--- src/design/table_driven_dfa_recognizer_top_assert.svh ---
// Assertion macros for the table-driven DFA recognizer.
// Used by table_driven_dfa_recognizer_top; no other dependencies.
// Define ASSERT_OFF to compile the checks out.
`ifndef TABLE_DRIVEN_DFA_RECOGNIZER_TOP_ASSERT_SVH
`define TABLE_DRIVEN_DFA_RECOGNIZER_TOP_ASSERT_SVH

`ifndef ASSERT_OFF

// Same-cycle implication
`define DFAR_ASSERT_IMPLY(label, clk, rst_n, ante, cons) \
    label: assert property (@(posedge clk) disable iff (!rst_n) (ante) |-> (cons)) \
        else $error("dfar assertion failed");

// Next-cycle implication
`define DFAR_ASSERT_NEXT(label, clk, rst_n, ante, cons) \
    label: assert property (@(posedge clk) disable iff (!rst_n) (ante) |=> (cons)) \
        else $error("dfar assertion failed");

`else

`define DFAR_ASSERT_IMPLY(label, clk, rst_n, ante, cons)

`define DFAR_ASSERT_NEXT(label, clk, rst_n, ante, cons)

`endif

`endif

--- src/design/dfar_pkg.sv ---
// Shared types and constants for the table-driven DFA recognizer.
// No dependencies; imported by every module of the block.
package dfar_pkg;

    localparam int unsigned STATE_W     = 4;
    localparam int unsigned SYM_W       = 3;
    localparam int unsigned CHAR_W      = 8;
    localparam int unsigned KIND_W      = 2;
    localparam int unsigned VERDICT_W   = 2;
    localparam int unsigned COUNT_W     = 4;
    localparam int unsigned MASK_W      = 16;
    localparam int unsigned CFG_ADDR_W  = 2;
    localparam int unsigned CFG_DATA_W  = 64;
    localparam int unsigned IN_TDATA_W  = 24;
    localparam int unsigned IN_TUSER_W  = 2;
    localparam int unsigned OUT_TDATA_W = 8;
    localparam int unsigned QUEUE_DEPTH = 2;

    // Item kinds on the input stream
    typedef enum logic [KIND_W-1:0] {
        KIND_CHAR  = 2'd0,
        KIND_EOS   = 2'd1,
        KIND_WRITE = 2'd2
    } kind_t;

    // Classified commands handed from front to back
    typedef enum logic [1:0] {
        OP_STEP  = 2'd0,
        OP_BAD   = 2'd1,
        OP_EOS   = 2'd2,
        OP_WRITE = 2'd3
    } op_t;

    typedef enum logic [VERDICT_W-1:0] {
        VERDICT_ACCEPT  = 2'd0,
        VERDICT_REJECT  = 2'd1,
        VERDICT_INVALID = 2'd2
    } verdict_t;

    // Configuration register indexes
    typedef enum logic [CFG_ADDR_W-1:0] {
        REG_INITIAL_STATE = 2'd0,
        REG_SYMBOL_COUNT  = 2'd1,
        REG_SYMBOL_LIST   = 2'd2,
        REG_ACCEPT_MASK   = 2'd3
    } cfg_reg_t;

    typedef struct packed {
        op_t                op;
        logic [SYM_W-1:0]   sym;
        logic [STATE_W-1:0] wr_state;
        logic [STATE_W-1:0] wr_next;
    } cmd_t;

endpackage

--- src/design/dfar_front.sv ---
// Front end: classifies each input item into a back-end command.
// Parallel symbol match for characters, range filter for table writes.
// Depends on dfar_pkg.
module dfar_front
    import dfar_pkg::*;
#(
    parameter int NUM_STATES  = 16,
    parameter int NUM_SYMBOLS = 8
)
(
    input  logic [KIND_W-1:0]     kind,
    input  logic [CHAR_W-1:0]     char_code,
    input  logic [STATE_W-1:0]    entry_state,
    input  logic [SYM_W-1:0]      entry_symbol,
    input  logic [STATE_W-1:0]    entry_next,
    input  logic [COUNT_W-1:0]    symbol_count,
    input  logic [CFG_DATA_W-1:0] symbol_list,
    output cmd_t                  cmd,
    output logic                  keep
);

    logic             hit_found;
    logic [SYM_W-1:0] hit_idx;

    // Compare against all active symbols; the highest matching index wins
    always_comb
    begin
        hit_found = 1'b0;
        hit_idx   = '0;
        for (int i = 0; i < NUM_SYMBOLS; i++)
        begin
            if ((32'(i) < 32'(symbol_count)) && (symbol_list[8*i +: 8] == char_code))
            begin
                hit_found = 1'b1;
                hit_idx   = SYM_W'(i);
            end
        end
    end

    // Build the command; unused kinds and out-of-range writes are dropped
    always_comb
    begin
        cmd.op       = OP_EOS;
        cmd.sym      = hit_idx;
        cmd.wr_state = entry_state;
        cmd.wr_next  = entry_next;
        keep         = 1'b0;
        case (kind_t'(kind))
            KIND_CHAR:
            begin
                cmd.op = hit_found ? OP_STEP : OP_BAD;
                keep   = 1'b1;
            end
            KIND_EOS:
            begin
                cmd.op = OP_EOS;
                keep   = 1'b1;
            end
            KIND_WRITE:
            begin
                cmd.op  = OP_WRITE;
                cmd.sym = entry_symbol;
                keep    = (32'(entry_state) < NUM_STATES) &&
                          (32'(entry_symbol) < NUM_SYMBOLS);
            end
            default:
            begin
                keep = 1'b0;
            end
        endcase
    end

endmodule

--- src/design/dfar_queue.sv ---
// Short command queue between the front and back ends.
// Depends on dfar_pkg for cmd_t and QUEUE_DEPTH.
module dfar_queue
    import dfar_pkg::*;
(
    input  logic clk,
    input  logic rst_n,
    input  logic push,
    input  cmd_t cmd_in,
    input  logic pop,
    output logic full,
    output logic head_valid,
    output cmd_t head
);

    localparam int PTR_W = (QUEUE_DEPTH > 1) ? $clog2(QUEUE_DEPTH) : 1;
    localparam int CNT_W = $clog2(QUEUE_DEPTH + 1);

    cmd_t             entry_reg [QUEUE_DEPTH];
    logic [PTR_W-1:0] wr_ptr_reg, wr_ptr_next;
    logic [PTR_W-1:0] rd_ptr_reg, rd_ptr_next;
    logic [CNT_W-1:0] count_reg, count_next;

    assign full       = (count_reg == CNT_W'(QUEUE_DEPTH));
    assign head_valid = (count_reg != '0);
    assign head       = entry_reg[rd_ptr_reg];

    // Pointer and occupancy update
    always_comb
    begin
        wr_ptr_next = wr_ptr_reg;
        rd_ptr_next = rd_ptr_reg;
        if (push)
        begin
            wr_ptr_next = (wr_ptr_reg == PTR_W'(QUEUE_DEPTH - 1)) ? '0
                                                                   : wr_ptr_reg + 1'b1;
        end
        if (pop)
        begin
            rd_ptr_next = (rd_ptr_reg == PTR_W'(QUEUE_DEPTH - 1)) ? '0
                                                                   : rd_ptr_reg + 1'b1;
        end
        count_next = CNT_W'(count_reg + CNT_W'(push) - CNT_W'(pop));
    end

    always_ff @(posedge clk or negedge rst_n)
    begin
        if (!rst_n)
        begin
            wr_ptr_reg <= '0;
            rd_ptr_reg <= '0;
            count_reg  <= '0;
        end
        else
        begin
            wr_ptr_reg <= wr_ptr_next;
            rd_ptr_reg <= rd_ptr_next;
            count_reg  <= count_next;
        end
    end

    // Payload storage
    always_ff @(posedge clk)
    begin
        if (push)
        begin
            entry_reg[wr_ptr_reg] <= cmd_in;
        end
    end

endmodule

--- src/design/dfar_back.sv ---
// Back end: automaton state, next-state register file and result register;
// executes one command per cycle, EOS held by a busy output. Uses dfar_pkg.
module dfar_back
    import dfar_pkg::*;
#(
    parameter int NUM_STATES  = 16,
    parameter int NUM_SYMBOLS = 8
)
(
    input  logic                 clk,
    input  logic                 rst_n,
    input  logic                 head_valid,
    input  cmd_t                 head,
    input  logic [STATE_W-1:0]   initial_state,
    input  logic [MASK_W-1:0]    accept_mask,
    input  logic                 m_tready,
    output logic                 pop,
    output logic                 m_tvalid,
    output logic [VERDICT_W-1:0] verdict,
    output logic [STATE_W-1:0]   final_state
);

    // Only states reachable through a 4-bit field get a row
    localparam int ROWS   = (NUM_STATES < (2 ** STATE_W)) ? NUM_STATES : (2 ** STATE_W);
    localparam int ROW_W  = $clog2(ROWS);
    localparam int SIDX_W = (NUM_SYMBOLS > 1) ? $clog2(NUM_SYMBOLS) : 1;

    logic [NUM_SYMBOLS-1:0][STATE_W-1:0] table_reg [ROWS];

    logic [STATE_W-1:0] state_reg, state_next;
    logic               bad_reg, bad_next;
    logic               out_valid_reg, out_valid_next;
    verdict_t           verdict_reg, verdict_next;
    logic [STATE_W-1:0] final_reg, final_next;

    logic                                 out_free;
    logic                                 state_in_range;
    logic [NUM_SYMBOLS-1:0][STATE_W-1:0] cur_row;
    logic [STATE_W-1:0]                   step_state;
    verdict_t                             eos_verdict;

    assign out_free       = !out_valid_reg || m_tready;
    assign pop            = head_valid && ((head.op != OP_EOS) || out_free);
    assign state_in_range = (32'(state_reg) < NUM_STATES);
    assign cur_row        = table_reg[state_reg[ROW_W-1:0]];
    assign step_state     = cur_row[head.sym[SIDX_W-1:0]];

    // Verdict for the string ending now
    always_comb
    begin
        if (bad_reg)
        begin
            eos_verdict = VERDICT_INVALID;
        end
        else if (accept_mask[state_reg])
        begin
            eos_verdict = VERDICT_ACCEPT;
        end
        else
        begin
            eos_verdict = VERDICT_REJECT;
        end
    end

    // Command execution
    always_comb
    begin
        state_next     = state_reg;
        bad_next       = bad_reg;
        out_valid_next = out_valid_reg && !m_tready;
        verdict_next   = verdict_reg;
        final_next     = final_reg;
        if (pop)
        begin
            case (head.op)
                OP_STEP:
                begin
                    if (!bad_reg && state_in_range)
                    begin
                        state_next = step_state;
                    end
                end
                OP_BAD:
                begin
                    bad_next = 1'b1;
                end
                OP_EOS:
                begin
                    out_valid_next = 1'b1;
                    verdict_next   = eos_verdict;
                    final_next     = state_reg;
                    state_next     = initial_state;
                    bad_next       = 1'b0;
                end
                default:
                begin
                    state_next = state_reg;
                end
            endcase
        end
    end

    always_ff @(posedge clk or negedge rst_n)
    begin
        if (!rst_n)
        begin
            state_reg     <= '0;
            bad_reg       <= 1'b0;
            out_valid_reg <= 1'b0;
        end
        else
        begin
            state_reg     <= state_next;
            bad_reg       <= bad_next;
            out_valid_reg <= out_valid_next;
        end
    end

    // Result payload
    always_ff @(posedge clk)
    begin
        verdict_reg <= verdict_next;
        final_reg   <= final_next;
    end

    // Next-state register file; front end has already range-checked the write
    always_ff @(posedge clk)
    begin
        if (pop && (head.op == OP_WRITE))
        begin
            table_reg[head.wr_state[ROW_W-1:0]][head.sym[SIDX_W-1:0]] <= head.wr_next;
        end
    end

    assign m_tvalid    = out_valid_reg;
    assign verdict     = verdict_reg;
    assign final_state = final_reg;

endmodule

--- src/design/table_driven_dfa_recognizer_top.sv ---
// Programmable DFA recognizer: takes one item per cycle while the queue has room
// (character, end of string or next-state table write) and gives one verdict and final
// state per end of string. The front end matches a character against all symbols in
// parallel in the accept cycle; a two-entry command queue feeds the back end, which
// steps the state register through a register-file lookup once per cycle. Sustained rate
// is one item per clock; an end of string stalls only while the previous result is
// still held at the output. A result passes through the command queue and the result
// register after its end-of-string item is accepted. The table has no reset and must be
// written before a string uses it. Depends on dfar_pkg and the assertion header.
module table_driven_dfa_recognizer_top
    import dfar_pkg::*;
#(
    parameter int NUM_STATES  = 16,
    parameter int NUM_SYMBOLS = 8
)
(
    input  logic                   clk,
    input  logic                   rst_n,
    input  logic                   cfg_we,
    input  logic [CFG_ADDR_W-1:0]  cfg_addr,
    input  logic [CFG_DATA_W-1:0]  cfg_data,
    input  logic                   s_tvalid,
    output logic                   s_tready,
    // char_code[7:0], entry_state[11:8], entry_symbol[14:12], entry_next[18:15], zero pad
    input  logic [IN_TDATA_W-1:0]  s_tdata,
    // kind[1:0]
    input  logic [IN_TUSER_W-1:0]  s_tuser,
    output logic                   m_tvalid,
    input  logic                   m_tready,
    // verdict[1:0], final_state[5:2], zero pad
    output logic [OUT_TDATA_W-1:0] m_tdata
);

`include "table_driven_dfa_recognizer_top_assert.svh"

    logic [STATE_W-1:0]    initial_state_reg;
    logic [COUNT_W-1:0]    symbol_count_reg;
    logic [CFG_DATA_W-1:0] symbol_list_reg;
    logic [MASK_W-1:0]     accept_mask_reg;

    cmd_t                  front_cmd;
    logic                  front_keep;
    logic                  push;
    logic                  q_full;
    logic                  head_valid;
    cmd_t                  head;
    logic                  pop;
    logic [VERDICT_W-1:0]  verdict;
    logic [STATE_W-1:0]    final_state;

    // Configuration registers
    always_ff @(posedge clk or negedge rst_n)
    begin
        if (!rst_n)
        begin
            initial_state_reg <= '0;
            symbol_count_reg  <= COUNT_W'(1);
            symbol_list_reg   <= '0;
            accept_mask_reg   <= '0;
        end
        else if (cfg_we)
        begin
            case (cfg_reg_t'(cfg_addr))
                REG_INITIAL_STATE: initial_state_reg <= cfg_data[STATE_W-1:0];
                REG_SYMBOL_COUNT:  symbol_count_reg  <= cfg_data[COUNT_W-1:0];
                REG_SYMBOL_LIST:   symbol_list_reg   <= cfg_data;
                REG_ACCEPT_MASK:   accept_mask_reg   <= cfg_data[MASK_W-1:0];
                default:           symbol_list_reg   <= symbol_list_reg;
            endcase
        end
    end

    dfar_front #(
        .NUM_STATES  (NUM_STATES),
        .NUM_SYMBOLS (NUM_SYMBOLS)
    ) u_front (
        .kind         (s_tuser[KIND_W-1:0]),
        .char_code    (s_tdata[7:0]),
        .entry_state  (s_tdata[11:8]),
        .entry_symbol (s_tdata[14:12]),
        .entry_next   (s_tdata[18:15]),
        .symbol_count (symbol_count_reg),
        .symbol_list  (symbol_list_reg),
        .cmd          (front_cmd),
        .keep         (front_keep)
    );

    // Input is taken whenever the queue has room
    assign s_tready = !q_full;
    assign push     = s_tvalid && s_tready && front_keep;

    dfar_queue u_queue (
        .clk        (clk),
        .rst_n      (rst_n),
        .push       (push),
        .cmd_in     (front_cmd),
        .pop        (pop),
        .full       (q_full),
        .head_valid (head_valid),
        .head       (head)
    );

    dfar_back #(
        .NUM_STATES  (NUM_STATES),
        .NUM_SYMBOLS (NUM_SYMBOLS)
    ) u_back (
        .clk           (clk),
        .rst_n         (rst_n),
        .head_valid    (head_valid),
        .head          (head),
        .initial_state (initial_state_reg),
        .accept_mask   (accept_mask_reg),
        .m_tready      (m_tready),
        .pop           (pop),
        .m_tvalid      (m_tvalid),
        .verdict       (verdict),
        .final_state   (final_state)
    );

    assign m_tdata = {(OUT_TDATA_W - VERDICT_W - STATE_W)'(0), final_state, verdict};

    // Checks
    `DFAR_ASSERT_IMPLY(a_pop_needs_head, clk, rst_n, pop, head_valid)
    `DFAR_ASSERT_IMPLY(a_eos_waits_for_slot, clk, rst_n, pop && (head.op == OP_EOS),
                       !m_tvalid || m_tready)
    `DFAR_ASSERT_NEXT(a_eos_gives_result, clk, rst_n, pop && (head.op == OP_EOS), m_tvalid)

endmodule
--- config.mk ---
export PLATFORM = sky130hd
export DESIGN_NAME = table_driven_dfa_recognizer_top
export DESIGN_NICKNAME = d
export VERILOG_FILES = /design/src/design/dfar_pkg.sv /design/src/design/dfar_front.sv /design/src/design/dfar_queue.sv /design/src/design/dfar_back.sv /design/src/design/table_driven_dfa_recognizer_top.sv
export VERILOG_INCLUDE_DIRS = /design/src /design/src/design
export SDC_FILE = /design/constraint.sdc
export NUM_CORES = 1
export LEC_CHECK = 0
export BUFFER_PORTS_ARGS = -buffer_cell sky130_fd_sc_hd__buf_2
export CELL_PAD_IN_SITES_DETAIL_PLACEMENT = 2
export CELL_PAD_IN_SITES_GLOBAL_PLACEMENT = 2
export CORE_MARGIN = 5
export CORE_UTILIZATION = 43
export CTS_CLUSTER_DIAMETER = 50
export CTS_CLUSTER_SIZE = 16
export DETAILED_ROUTE_END_ITERATION = 10
export PLACE_DENSITY = 0.73
export SETUP_SLACK_MARGIN = 0.15
export SYNTH_ARGS = -nofsm -noshare
export SYNTH_HDL_FRONTEND = slang
export SYNTH_SLANG_ARGS = --single-unit
--- constraint.sdc ---
create_clock -name clk -period 6.45 [get_ports clk]
set_input_delay 0.645 -clock clk [delete_from_list [all_inputs] [get_ports clk]]
set_output_delay 0.645 -clock clk [all_outputs]
set_load 0.02 [all_outputs]
==> reports/metrics.cfg <==
[run_status]
outcome=finished, final reports clean

[clocking]
path_clk_slew_ns=0.06
cts_tree=built
htreeDepth=3
cts_buffer_depth=3
cts.repair.resized=0
hold_buffers=0
cts-root-buf=clkbuf_16
worstSkewPairLatency_ns=0.61
clock-sinks=642
cts_setup_buffers=0
cts_made_buffers=67

[finish]
largest_reg_flops=512
drive_above_1_share_pct=27.1
final_common_cell=edfxtp_1
fin_cells=2417
nets=1683
area_delta_synth_final_pct=12.9
final_cell_mix=544 x edfxtp_1, 154 x nor2_1, 104 x mux4_2
antennaDiodeCount=0
multi_input_area_um2=7050
seq_area_um2=18800
fin_area_um2=29800
num-fill-cells=5444

[worst_setup_path]
crit_chain=mux2i_1 -> inv_1 -> ha_1 -> a21oi_2 -> nand2_1 -> nor2_1 -> nand2_1 -> nor2_1
cpPeakStageDelay_ns=1.05
critPathArrivalTime_ns=4.52
start_kind=flip-flop
path_delay_family=simple AND/OR/NAND/NOR gates
crit_slowest_cell=dfrtp_1
crit_required_ns=6.69
path_max_fanout=26
path_class=reg2reg
critPathBufInv=1
cp-end-kind=flip-flop

[die]
initial_utilization_pct=43.6
floorplan.rows=90
die_w_um=258
core_area_um2=60600
fp.dieH_um=258
io_pins=107
die_area_um2=66400

[global_routing]
grt_use_total_pct=22.2
overflow=0
grt_antenna_before_repair=0
grt_pass1_wl_um=110000
grt_max_degree=105
grt_pass1_vias=16000

[timing]
worstMarginPinSlew_ns=1.27
fin_crit_sh_pct=66.3
tns_ns=0
finalSetupViolations=0
hold_viol=0
period_needed_ns=4.28
hold_ws_ns=0.0954
grt_setup_unrepaired=false
slew_viol_final=0
maxSlewHeadroom_pct=14.9
timing.fmax_mhz=234
clock_skew_ns=0.0260

[power]
comb_power_share_pct=26.4
switching_share_pct=32.8
p_int_mw=8.64
cellPowerDensity_nw_per_um2=432
power.total_mw=12.9
ir_drop_mv=0.260
p_switching_mw=4.22
p_seq_share_pct=42.4
leakage_nw=10.1
power_frac_clock_pct=31.2

[synth]
syn_area_um2=26400
ys_async_sr_fraction_pct=15.3
yosysWarnings=0
synth_edf_count=544
yosysSeqAreaShare_pct=71.2
synthCells=1475
ys.flop_type=edfxtp_1
avgSynthCellArea_um2=17.9
synth_cell_types=53
synth_seq_cells=642

[place]
dp_cells=2294
dpl-instance-area_um2=27500
hpwl_um=47800
gp_congestion=0.769
port-buffer-count=99

[routing]
wire_per_inst_um=30.7
postRouteAntennaNets=0
via_per_inst=5.87
drtIter0Drc=1109
wirelength_um=74100
routed-via-count=14200
drc=0
drt_pre_antenna_iters=5

[worst_hold_path]
hold_class=in2async

[flow_run]
drv_cap=0

layout make-up:
class                           count  area share [%]
Inverter                           12           0.151
Clock buffer                       77            6.07
Tap cell                          782            3.28
Clock inverter                     46            1.56
Sequential cell                   642            63.1
Timing Repair Buffer              116            2.14
Multi-Input combinational cell    742            23.7
path summary, 6_finish.rpt:
kind                       slack, ns                           start  cells after the start                            endpoint
max                             2.17  u_queue.rd_ptr_reg$_DFFE_PN0P_                      8  u_back.table_reg[10][15]$_DFFE_PP_
min                              0.1                           rst_n                      1     symbol_list_reg[55]$_DFFE_PN0P_
max reg2reg                     2.17  u_queue.rd_ptr_reg$_DFFE_PN0P_                      8  u_back.table_reg[10][15]$_DFFE_PP_
min reg2reg                     0.51  u_queue.wr_ptr_reg$_DFFE_PN0P_                      1      u_queue.wr_ptr_reg$_DFFE_PN0P_
max in group asynchronous       5.20                           rst_n                      2     u_back.state_reg[0]$_DFFE_PN0P_
min in group clk                0.22                     s_tdata[15]                      1   u_queue.entry_reg[1][0]$_DFFE_PP_
per-stage QoR:
step | setup WS (ns) | utilization [%]
2_1_floorplan | 3.27 | -
3_3_place_gp | 2.44 | 45.4
3_5_place_dp | 2.22 | 45.4
4_1_cts | 2.12 | 49.2
5_1_grt | 1.87 | 49.2
6_report | 2.17 | 49.2
cell usage after synthesis (all sizes together), types with 5 or more instances:
cell type | number | area [µm²]
o32ai | 8 | 70.1
buf | 52 | 423
a22oi | 30 | 225
mux2 | 97 | 1090
dfrtp | 97 | 2430
a21oi | 24 | 124
xnor2 | 50 | 438
nand2b | 9 | 56.3
a221oi | 15 | 169
nor3 | 9 | 45.0
a31oi | 12 | 75.1
nor4 | 6 | 37.5
nand2 | 44 | 165
mux2i | 64 | 644
a22o | 11 | 96.3
o22ai | 9 | 56.3
clkbuf | 28 | 105
and2 | 7 | 43.8
nor2b | 8 | 50.1
edfxtp | 544 | 16300
inv | 12 | 45.0
o21ai | 5 | 25.0
xor2 | 18 | 158
nand4 | 10 | 62.6
nor2 | 154 | 578
ha | 5 | 62.6
mux4 | 110 | 2500
nand3 | 9 | 45.0
power groups by stage:
stage | logic, mW | clock network (mW) | registers, mW
final | 3.39 | 4.01 | 5.46
after global routing | 3.60 | 4.28 | 5.49
after CTS | 3.43 | 4.08 | 5.46
after detailed placement | 3.41 | 0 | 5.55
after global placement | 3.22 | 0 | 5.51
after floorplan | 2.44 | 0 | 5.31
kinds of logic after synthesis:
| group | after synthesis | synth area share (%) |
|---|---|---|
| AO/OA/AOI/OAI | 129 | 3.67 |
| other | 1 | 0.0142 |
| XOR/XNOR | 68 | 2.26 |
| buffers and inverters | 92 | 2.17 |
| AND/OR/NAND/NOR | 267 | 4.39 |
| adder cells (fa/ha/maj) | 5 | 0.237 |
| flip-flops | 642 | 71.2 |
| multiplexers | 271 | 16.1 |
worst reg2reg max path: stages, from the launching register on:
cell	delay, ns
dfrtp_1	1.05
mux2i_1	0.33
inv_1	0.11
ha_1	0.31
a21oi_2	0.39
nand2_1	0.26
nor2_1	0.34
nand2_1	0.54
nor2_1	0.58
metal layers:
| metal | up-vias | global-route usage, % | wire length [µm] |
|---|---|---|---|
| li1 | 6018 | - | - |
| met1 | 7650 | 28.8 | 30000 |
| met2 | 396 | 38.6 | 38400 |
| met3 | 134 | 3.31 | 3130 |
| met4 | 0 | 7.82 | 2580 |
| met5 | - | 0 | 0 |
No activity file was read; power rests on OpenSTA's default activity.
